File: src/sv/symmetric_dash_segment_generator_assert.svh
// ----------------------------------------------------------------------------
// Assertion macros for the symmetric dash segment generator.
// Each macro expects clk and rst_n to be visible in the enclosing module.
// ----------------------------------------------------------------------------
`ifndef SYMMETRIC_DASH_SEGMENT_GENERATOR_ASSERT_SVH
`define SYMMETRIC_DASH_SEGMENT_GENERATOR_ASSERT_SVH

// The consequent must hold in the same cycle as the antecedent.
`define SDSG_ASSERT_IMPLIES(label, ante, cons) \
    label: assert property (@(posedge clk) disable iff (!rst_n) (ante) |-> (cons)) \
        else $error("sdsg assertion failed");

// The consequent must hold in the cycle after the antecedent.
`define SDSG_ASSERT_NEXT(label, ante, cons) \
    label: assert property (@(posedge clk) disable iff (!rst_n) (ante) |=> (cons)) \
        else $error("sdsg assertion failed");

`endif

File: src/sv/sdsg_pkg.sv
`timescale 1ns / 1ps
`default_nettype none
// ============================================================================
// sdsg_pkg
// Shared widths, codes, control structs and coordinate helper for the
// symmetric dash segment generator.
// ============================================================================
package sdsg_pkg;

    localparam int COORD_W    = 32;
    localparam int CFG_W      = 24;
    localparam int DMAG_W     = 33;
    localparam int LEN_W      = 34;
    localparam int LEFT_W     = 33;
    localparam int T_W        = 34;
    localparam int UMAG_W     = 31;
    localparam int SUM_W      = 68;
    localparam int MUL_B_W    = 17;
    localparam int PROD_W     = T_W + MUL_B_W;
    localparam int OFF_W      = 35;
    localparam int REM_W      = 38;
    localparam int DREM_W     = 35;
    localparam int SQRT_STEPS = 34;
    localparam int DIV_STEPS  = 31;
    localparam int CNT_W      = 6;

    localparam logic [CFG_W-1:0] DASH_LENGTH_RESET = 24'd9830;
    localparam logic [CFG_W-1:0] DASH_GAP_RESET    = 24'd29491;
    localparam logic [CFG_W:0]   HALF_UNIT         = 25'd32768;

    typedef enum logic [0:0] {
        REG_DASH_LENGTH = 1'b0,
        REG_DASH_GAP    = 1'b1
    } cfg_reg_t;

    typedef enum logic [1:0] {
        OUT_MODE_FWD   = 2'd0,
        OUT_MODE_REV   = 2'd1,
        OUT_MODE_WHOLE = 2'd2
    } out_mode_t;

    typedef enum logic [17:0] {
        S_IDLE    = 18'b000000000000000001,
        S_SQ_LO   = 18'b000000000000000010,
        S_SQ_HI   = 18'b000000000000000100,
        S_SQ_ACC  = 18'b000000000000001000,
        S_SUM     = 18'b000000000000010000,
        S_SQRT    = 18'b000000000000100000,
        S_CHECK   = 18'b000000000001000000,
        S_WHOLE   = 18'b000000000010000000,
        S_DIV     = 18'b000000000100000000,
        S_COUNT   = 18'b000000001000000000,
        S_START   = 18'b000000010000000000,
        S_TSET    = 18'b000000100000000000,
        S_TLO     = 18'b000001000000000000,
        S_THI     = 18'b000010000000000000,
        S_TACC    = 18'b000100000000000000,
        S_TSAVE   = 18'b001000000000000000,
        S_OUT_FWD = 18'b010000000000000000,
        S_OUT_REV = 18'b100000000000000000
    } state_t;

    typedef struct packed {
        logic      load_in;
        logic      mul_lo;
        logic      mul_hi;
        logic      mul_acc;
        logic      mul_dash;
        logic      sum_en;
        logic      sqrt_step;
        logic      div_init;
        logic      div_step;
        logic      count_init;
        logic      sub_period;
        logic      sub_gap;
        logic      walk_init;
        logic      walk_advance;
        logic      t_load;
        logic      t_second;
        logic      t_tail;
        logic      save_off0;
        logic      save_off1;
        logic      out_load;
        out_mode_t out_mode;
        logic      out_last;
        logic      out_capped;
    } cmd_t;

    typedef struct packed {
        logic len_tiny;
        logic gap_small;
        logic length_big;
        logic left_gt_period;
        logic left_gt_gap;
        logic out_free;
    } sts_t;

    function automatic logic [COORD_W-1:0] place_coord(
        input logic signed [COORD_W-1:0] mid,
        input logic [OFF_W-1:0]          off,
        input logic                      neg
    );
        logic signed [OFF_W+1:0] moff;
        logic signed [OFF_W+1:0] wide;
        moff = signed'({2'b00, off});
        wide = signed'({{(OFF_W+2-COORD_W){mid[COORD_W-1]}}, mid}) + (neg ? -moff : moff);
        if (wide > 37'sd2147483647)
        begin
            return 32'h7fffffff;
        end
        else if (wide < -37'sd2147483648)
        begin
            return 32'h80000000;
        end
        else
        begin
            return wide[COORD_W-1:0];
        end
    endfunction

endpackage
`default_nettype wire

File: src/sv/sdsg_ctrl.sv
`timescale 1ns / 1ps
`default_nettype none
`include "symmetric_dash_segment_generator_assert.svh"
// ============================================================================
// sdsg_ctrl
// Controller: sequences the squares, root, divides, dash count pre-pass and
// the per-pair placement and output beats.
// ============================================================================
module sdsg_ctrl
    import sdsg_pkg::*;
#(
    parameter int MAX_DASHES = 64
)
(
    input  wire logic clk,
    input  wire logic rst_n,
    input  wire logic in_valid,
    output logic      in_stall,
    input  wire sts_t sts,
    output cmd_t      cmd
);

    localparam int PAIRS = MAX_DASHES / 2;
    localparam int NPW   = $clog2(PAIRS + 1);

    state_t           state_reg, state_next;
    logic [CNT_W-1:0] cnt_reg, cnt_next;
    logic [NPW-1:0]   npairs_reg, npairs_next;
    logic [NPW-1:0]   pidx_reg, pidx_next;
    logic             tail_reg, tail_next;
    logic             capped_reg, capped_next;
    logic             tphase_reg, tphase_next;
    logic             is_tail;
    logic             final_pair;

    assign in_stall   = (state_reg != S_IDLE);
    assign is_tail    = tail_reg && (pidx_reg == npairs_reg);
    assign final_pair = tail_reg ? is_tail : (pidx_reg == (npairs_reg - NPW'(1)));

    always_ff @(posedge clk or negedge rst_n)
    begin
        if (!rst_n)
        begin
            state_reg  <= S_IDLE;
            cnt_reg    <= '0;
            npairs_reg <= '0;
            pidx_reg   <= '0;
            tail_reg   <= 1'b0;
            capped_reg <= 1'b0;
            tphase_reg <= 1'b0;
        end
        else
        begin
            state_reg  <= state_next;
            cnt_reg    <= cnt_next;
            npairs_reg <= npairs_next;
            pidx_reg   <= pidx_next;
            tail_reg   <= tail_next;
            capped_reg <= capped_next;
            tphase_reg <= tphase_next;
        end
    end

    always_comb
    begin
        state_next  = state_reg;
        cnt_next    = cnt_reg;
        npairs_next = npairs_reg;
        pidx_next   = pidx_reg;
        tail_next   = tail_reg;
        capped_next = capped_reg;
        tphase_next = tphase_reg;
        cmd         = '0;
        case (state_reg)
            S_IDLE:
            begin
                if (in_valid)
                begin
                    cmd.load_in = 1'b1;
                    state_next  = S_SQ_LO;
                end
            end
            S_SQ_LO:
            begin
                cmd.mul_lo = 1'b1;
                state_next = S_SQ_HI;
            end
            S_SQ_HI:
            begin
                cmd.mul_hi = 1'b1;
                state_next = S_SQ_ACC;
            end
            S_SQ_ACC:
            begin
                cmd.mul_acc = 1'b1;
                state_next  = S_SUM;
            end
            S_SUM:
            begin
                cmd.sum_en = 1'b1;
                cnt_next   = '0;
                state_next = S_SQRT;
            end
            S_SQRT:
            begin
                cmd.sqrt_step = 1'b1;
                cnt_next      = cnt_reg + CNT_W'(1);
                if (cnt_reg == CNT_W'(SQRT_STEPS - 1))
                begin
                    state_next = S_CHECK;
                end
            end
            S_CHECK:
            begin
                if (sts.len_tiny)
                begin
                    state_next = S_IDLE;
                end
                else if (sts.gap_small)
                begin
                    state_next = sts.length_big ? S_WHOLE : S_IDLE;
                end
                else
                begin
                    cmd.div_init = 1'b1;
                    cnt_next     = '0;
                    state_next   = S_DIV;
                end
            end
            S_WHOLE:
            begin
                if (sts.out_free)
                begin
                    cmd.out_load = 1'b1;
                    cmd.out_mode = OUT_MODE_WHOLE;
                    cmd.out_last = 1'b1;
                    state_next   = S_IDLE;
                end
            end
            S_DIV:
            begin
                cmd.div_step = 1'b1;
                cnt_next     = cnt_reg + CNT_W'(1);
                if (cnt_reg == CNT_W'(DIV_STEPS - 1))
                begin
                    cmd.count_init = 1'b1;
                    npairs_next    = '0;
                    tail_next      = 1'b0;
                    capped_next    = 1'b0;
                    state_next     = S_COUNT;
                end
            end
            S_COUNT:
            begin
                if (sts.left_gt_period)
                begin
                    if (npairs_reg == NPW'(PAIRS))
                    begin
                        capped_next = 1'b1;
                        state_next  = S_START;
                    end
                    else
                    begin
                        cmd.sub_period = 1'b1;
                        npairs_next    = npairs_reg + NPW'(1);
                    end
                end
                else
                begin
                    if (sts.left_gt_gap)
                    begin
                        if (npairs_reg == NPW'(PAIRS))
                        begin
                            capped_next = 1'b1;
                        end
                        else
                        begin
                            cmd.sub_gap = 1'b1;
                            tail_next   = 1'b1;
                        end
                    end
                    state_next = S_START;
                end
            end
            S_START:
            begin
                if ((npairs_reg == '0) && !tail_reg)
                begin
                    state_next = S_IDLE;
                end
                else
                begin
                    cmd.walk_init = 1'b1;
                    pidx_next     = '0;
                    tphase_next   = 1'b0;
                    state_next    = S_TSET;
                end
            end
            S_TSET:
            begin
                cmd.t_load   = 1'b1;
                cmd.t_second = tphase_reg;
                cmd.t_tail   = is_tail;
                state_next   = S_TLO;
            end
            S_TLO:
            begin
                cmd.mul_lo   = 1'b1;
                cmd.mul_dash = 1'b1;
                state_next   = S_THI;
            end
            S_THI:
            begin
                cmd.mul_hi   = 1'b1;
                cmd.mul_dash = 1'b1;
                state_next   = S_TACC;
            end
            S_TACC:
            begin
                cmd.mul_acc = 1'b1;
                state_next  = S_TSAVE;
            end
            S_TSAVE:
            begin
                cmd.save_off0 = !tphase_reg;
                cmd.save_off1 = tphase_reg;
                if (tphase_reg)
                begin
                    state_next = S_OUT_FWD;
                end
                else
                begin
                    tphase_next = 1'b1;
                    state_next  = S_TSET;
                end
            end
            S_OUT_FWD:
            begin
                if (sts.out_free)
                begin
                    cmd.out_load   = 1'b1;
                    cmd.out_mode   = OUT_MODE_FWD;
                    cmd.out_capped = capped_reg;
                    state_next     = S_OUT_REV;
                end
            end
            S_OUT_REV:
            begin
                if (sts.out_free)
                begin
                    cmd.out_load   = 1'b1;
                    cmd.out_mode   = OUT_MODE_REV;
                    cmd.out_capped = capped_reg;
                    cmd.out_last   = final_pair;
                    if (final_pair)
                    begin
                        state_next = S_IDLE;
                    end
                    else
                    begin
                        cmd.walk_advance = 1'b1;
                        pidx_next        = pidx_reg + NPW'(1);
                        tphase_next      = 1'b0;
                        state_next       = S_TSET;
                    end
                end
            end
            default:
            begin
                state_next = S_IDLE;
            end
        endcase
    end

    `SDSG_ASSERT_IMPLIES(a_load_only_when_free, cmd.out_load, sts.out_free)
    `SDSG_ASSERT_IMPLIES(a_sqrt_count_bound, state_reg == S_SQRT, cnt_reg < CNT_W'(SQRT_STEPS))
    `SDSG_ASSERT_IMPLIES(a_pairs_bound, state_reg == S_OUT_REV, pidx_reg <= npairs_reg)
    `SDSG_ASSERT_NEXT(a_accept_starts_work, cmd.load_in, state_reg == S_SQ_LO)

endmodule
`default_nettype wire

File: config.mk
export PLATFORM = sky130hd
export DESIGN_NAME = sdsg_ctrl
export DESIGN_NICKNAME = d
export VERILOG_FILES = /design/src/sv/sdsg_pkg.sv /design/src/sv/sdsg_ctrl.sv
export VERILOG_INCLUDE_DIRS = /design/src /design/src/sv
export SDC_FILE = /design/constraint.sdc
export NUM_CORES = 1
export LEC_CHECK = 0
export ABC_AREA = 1
export BUFFER_PORTS_ARGS = -buffer_cell sky130_fd_sc_hd__buf_2
export CAP_MARGIN = 20
export CORE_ASPECT_RATIO = 0.7
export CORE_MARGIN = 3
export CORE_UTILIZATION = 30
export CTS_BUF_LIST = sky130_fd_sc_hd__clkbuf_4 sky130_fd_sc_hd__clkbuf_8 sky130_fd_sc_hd__clkbuf_16
export DETAILED_ROUTE_END_ITERATION = 8
export GPL_TIMING_DRIVEN = 1
export PLACE_DENSITY = 0.47
export SYNTH_ARGS = -nofsm -noshare
export SYNTH_HDL_FRONTEND = slang
export SYNTH_SLANG_ARGS = --single-unit
File: constraint.sdc
create_clock -name clk -period 5.4 [get_ports clk]
set_clock_uncertainty 0.1 [all_clocks]
set_input_delay 0.81 -clock clk [delete_from_list [all_inputs] [get_ports clk]]
set_output_delay 0.81 -clock clk [all_outputs]
set_load 0.01 [all_outputs]
* Word-level counts from Yosys, hierarchy flattened
Index checks and enable logic that the tools add are counted.
Storage, ports and cells: register bits 39, latch bits 0, RAM bits 0, memory bits (read-only) 0, input port bits 9, output and inout bits 25, logic and storage cells 144, memories 0
Operators by class: $add $sub $neg 4, $mul 0, div/mod/pow operators 0, $lt $le $gt $ge 0, equal/unequal tests 40, shift operators 0, mux-type cells 72, bitwise logic cells 0, reductions and logical operators 21
Operator list (count):
- 18-bit case mux with 18 select lines | 1
- 18-bit 2-to-1 mux | 9
- 6-bit 2-to-1 mux | 8
- 1-bit 2-to-1 mux | 33
- 2-bit != test, second input constant | 14
- 12-bit 2-to-1 mux | 2
- 6-bit case mux with 2 select lines | 2
- 6-bit by 1-bit adder with 6-bit output, second input constant | 3
- 18-bit by 1-bit equality test with 1-bit output, second input constant | 1
- 18-bit by 10-bit equality test with 1-bit output, second input constant | 1
- 18-bit by 11-bit equality test with 1-bit output, second input constant | 1
- 18-bit by 12-bit equality test with 1-bit output, second input constant | 1
- 18-bit by 13-bit equality test with 1-bit output, second input constant | 1
- 18-bit by 14-bit equality test with 1-bit output, second input constant | 1
- 18-bit by 15-bit equality test with 1-bit output, second input constant | 1
- 18-bit by 16-bit equality test with 1-bit output, second input constant | 1
- 18-bit by 17-bit equality test with 1-bit output, second input constant | 1
- 18-bit equality test, second input constant | 1
- 18-bit by 2-bit equality test with 1-bit output, second input constant | 1
- 18-bit by 3-bit equality test with 1-bit output, second input constant | 1
- 18-bit by 4-bit equality test with 1-bit output, second input constant | 1
- 18-bit by 5-bit equality test with 1-bit output, second input constant | 1
- 18-bit by 6-bit equality test with 1-bit output, second input constant | 1
- 18-bit by 7-bit equality test with 1-bit output, second input constant | 1
- 29 further kinds | 49

* Longest topological paths before layout
word-level depth 6, mapped depth 15, gate-level depth less buffers 15

* Worst setup path after synthesis
No wires, ideal clock.
path type register -> output, start point reg npairs_reg[0], end point out cmd[1] in the netlist's numbering, data arrival time 1667 ps, required time 4490 ps, path slack 2823 ps, stages on the path, launching flop included 13, path through dfrtp_1 -> inv_1 -> ha_1 -> nand2_1 -> nor2_1 -> nand2_1 -> nand2_1 -> nand2_1 -> nor2_1 -> nand2_1 -> nand2_1 -> nand2_1 -> o21ai_0
RTL lines:
- from (decl) | RTL line sdsg_ctrl.sv:28 | logic [NPW-1:0] npairs_reg, npairs_next;
- from (signal assigned) | RTL line sdsg_ctrl.sv:56 | npairs_reg <= npairs_next;
- to (decl) | RTL line sdsg_ctrl.sv:20 | output cmd_t cmd

==> flow_metrics.tcl <==
set metrics [dict create \
    rsz0062_at_grt "no" \
    cts_buffers 5 \
    drt_first_pass_iters 5 \
    swShare 0.350 \
    p_sw_uw 355 \
    path_buf_inv 3 \
    synth.avg_cell_area_sq_um 6.80 \
    hold_depth 2 \
    r2r-start "state_reg[16]" \
    cp_common_cell "nor2_1" \
    holdWs_ns 0.416 \
    synth_area_sq_um 2920 \
    crit_type "register to output port" \
    p_int_uw 660 \
    pwr-share-seq 0.346 \
    synth.mux.area_fraction 0 \
    wire_per_inst_um 13.6 \
    hold_viol 0 \
    grt_pass1_vias 2600 \
    start_util 0.316 \
    cp_max_fo 12 \
    fin_cells 589 \
    fin_tns_setup_ns 0 \
    grt_max_degree 40 \
    seq_area_frac_synth 0.334 \
    synth_compound_gate_area_share 0.0925 \
    cts_hold_buf 0 \
    cts_setup_buffers 0 \
    io_pins 34 \
    drive_above_1_share 0.172 \
    via_per_inst 4.67 \
    clock_latency_ns 0.29 \
    synth_cells 430 \
    clock_sinks 39 \
    ant_nets 0 \
    route.detailed.drc 0 \
    antenna_found_initial 0 \
    grt_util_all_layers 0.158 \
    portBuffers 33 \
    cp-start-kind "register" \
    peakVddDrop_v 0.000141 \
    cts-resized-gates 0 \
    die_width_um 124 \
    fin_util 0.364 \
    place.gp.congestion 0.832 \
    initialDrtViolationCount 179 \
    tritoncts "built" \
    num_rows 29 \
    overflow 0 \
    crit_required_ns 4.49 \
    reg2reg_slack_ns 2.82 \
    cp.arrival_ns 2.56 \
    power.density_nw_per_um2 301 \
    nets 479 \
    syn_to_final_growth_pct 15.2 \
    htree_levels 2 \
    hpwl_um 6210 \
    dr_total_vias 2753 \
    grt_pass1_wl_um 13400 \
    dieArea_sq_um 11000 \
    post_dp_cell_area_sq_um 3190 \
    yosysUniqueCellTypes 34 \
    largest_reg_flops 18 \
    maxSlewHeadroom 0.325 \
    synth_simple_gate_area_frac 0.411 \
    cpPeakStageDelay_ns 0.78 \
    synth_nets 445 \
    max_freq_ghz 0.289 \
    p_comb_frac 0.302 \
    worst_slew_pin_slew_ns 1.01 \
    synth_xor_area_frac 0.0390 \
    synth_top_family_by_area "simple AND/OR/NAND/NOR gates" \
    final_area_sq_um 3370 \
    hp-start "capped_reg" \
    fin_crit_ns 3.47 \
    drv_slew 0 \
    core_sq_um 9250 \
    cpLargestDelayFamily "simple AND/OR/NAND/NOR gates" \
    p_leak_uw 0.00187 \
    clk_pin_slew_worst_paths_ns 0.06 \
    cap_viol_max_count 0 \
    startpoint "state_reg[16]" \
    placed_cells 581 \
    p_clk_frac 0.352 \
    n_fill_cell 1011 \
    post-route-period-util 0.642 \
    rr_worst_depth 7 \
    ys_seq_elements 39 \
    hold_end "capped_reg" \
    cts.path.max_buffers 2 \
    hp-class "register to register" \
    cp_slowest_cell "nor2_1" \
    n_antenna_cell 0 \
    synthAdderAreaFrac 0.0257 \
    cp-end-kind "output port" \
    drt-total-wl_um 7990 \
    status "complete, no violations" \
    yosys_warnings 0 \
    setup_viol 0 \
    root_buffer "clkbuf_16" \
    reg2reg_to "npairs_reg[3]" \
    crit_chain "nor2_1 > nand3_1 > nor2_1 > nand2_1 > inv_1 > o21ai_0 > nand3_1 > nor2_2 > inv_2 > nor2_1 > buf_2" \
    die_h_um 88.6 \
]
[worst register-to-register path, cell delays in order, from the launching register on]
cell and delay [ns]:
dfrtp_1 0.40, nor2_1 0.78, nand3_1 0.27, nand2_1 0.12, o21ai_1 0.10, nor2_2 0.46
nand4_1 0.18, o21ai_2 0.09
[layer usage]
metal	global-route usage	vias to the layer above	part of all wire
met1	0.253	1266	0.57
met2	0.213	44	0.37
met5	0	-	0
met3	0.0364	5	0.053
met4	0.0318	0	0.0055
li1	-	1438	-
[through the flow]
step                worst slack [ns]  total power, uW
floorplan                       2.82              596
detailed placement              2.27              664
CTS                             1.95             1030
global placement                2.35              668
global route                    1.63             1090
finish                          1.93             1020
[kinds of logic after synthesis]
group / after synthesis
AND/OR/NAND/NOR: 259
buffers and inverters: 69
AO/OA/AOI/OAI: 44
flip-flops: 39
XOR/XNOR: 13
adder cells (fa/ha/maj): 6
[worst max-delay path by stage]
stage	endpoint	slack, ns	cells after the start
finish	cmd[23]	1.93	11
global route	cmd[23]	1.63	11
CTS	cmd[23]	1.95	11
detailed placement	cmd[23]	2.27	11
global placement	cmd[23]	2.35	11
floorplan	cmd[1]	2.82	12
[Yosys cell counts]
master	number	area (sq um)
nand3b_1	3	22.5
nand3_1	35	175
nor2_1	75	282
a21oi_1	2	10.0
inv_1	60	225
or2_2	3	18.8
nand2_4	2	22.5
a21oi_2	1	8.76
nand3_4	1	17.5
o22ai_2	1	12.5
o21ai_1	6	30.0
nor2_4	1	11.3
xnor2_1	4	35.0
o21ai_0	22	110
nor3_1	9	45.0
inv_2	2	7.51
nor2_2	6	37.5
o21bai_2	1	11.3
buf_6	3	33.8
nand2_2	6	37.5
clkinv_2	1	5.00
nor2_8	1	20.0
nand4_1	14	87.6
nand2_1	96	360
nor4_1	2	12.5
buf_2	3	15.0
ha_1	6	75.1
o22ai_1	3	18.8
nand3_2	5	50.1
o21ai_2	7	61.3
dfstp_2	1	26.3
dfrtp_1	38	951
xor2_1	9	78.8
o21bai_1	1	7.51
[cells in the final DEF, fill, tap and decap left out, types with 2 or more instances in the layout]
master,count
nand4_1,14
nor2_1,75
o22ai_1,3
xor2_1,9
nand2_2,6
ha_1,6
nor3_1,9
clkinv_2,2
o21ai_0,22
inv_1,60
nor2_2,6
or2_2,3
nand2_1,96
inv_2,2
clkbuf_16,5
o21ai_2,7
nor4_1,2
nand2_4,2
dfrtp_1,38
a21oi_1,2
nand3b_1,3
xnor2_1,4
buf_2,33
nand3_2,5
o21ai_1,6
nand3_1,35
[power groups by stage]
stage / clock [uW] / combinational, uW / sequential (uW)
floorplan: 0 / 247 / 350
global placement: 0 / 311 / 357
detailed placement: 0 / 308 / 356
CTS: 369 / 312 / 351
global route: 378 / 353 / 357
finish: 357 / 307 / 351
[layout make-up]
| class | count | area (sq um) | share of cell area |
|---|---|---|---|
| Inverter | 63 | 238 | 0.0706 |
| Clock buffer | 6 | 139 | 0.0412 |
| Multi-Input combinational cell | 322 | 1660 | 0.493 |
| Sequential cell | 39 | 977 | 0.290 |
| Clock inverter | 2 | 35.0 | 0.0104 |
| Timing Repair Buffer | 33 | 165 | 0.0490 |
| Tap cell | 124 | 155 | 0.0461 |
Note: power is estimated with default switching activity, not from simulation.
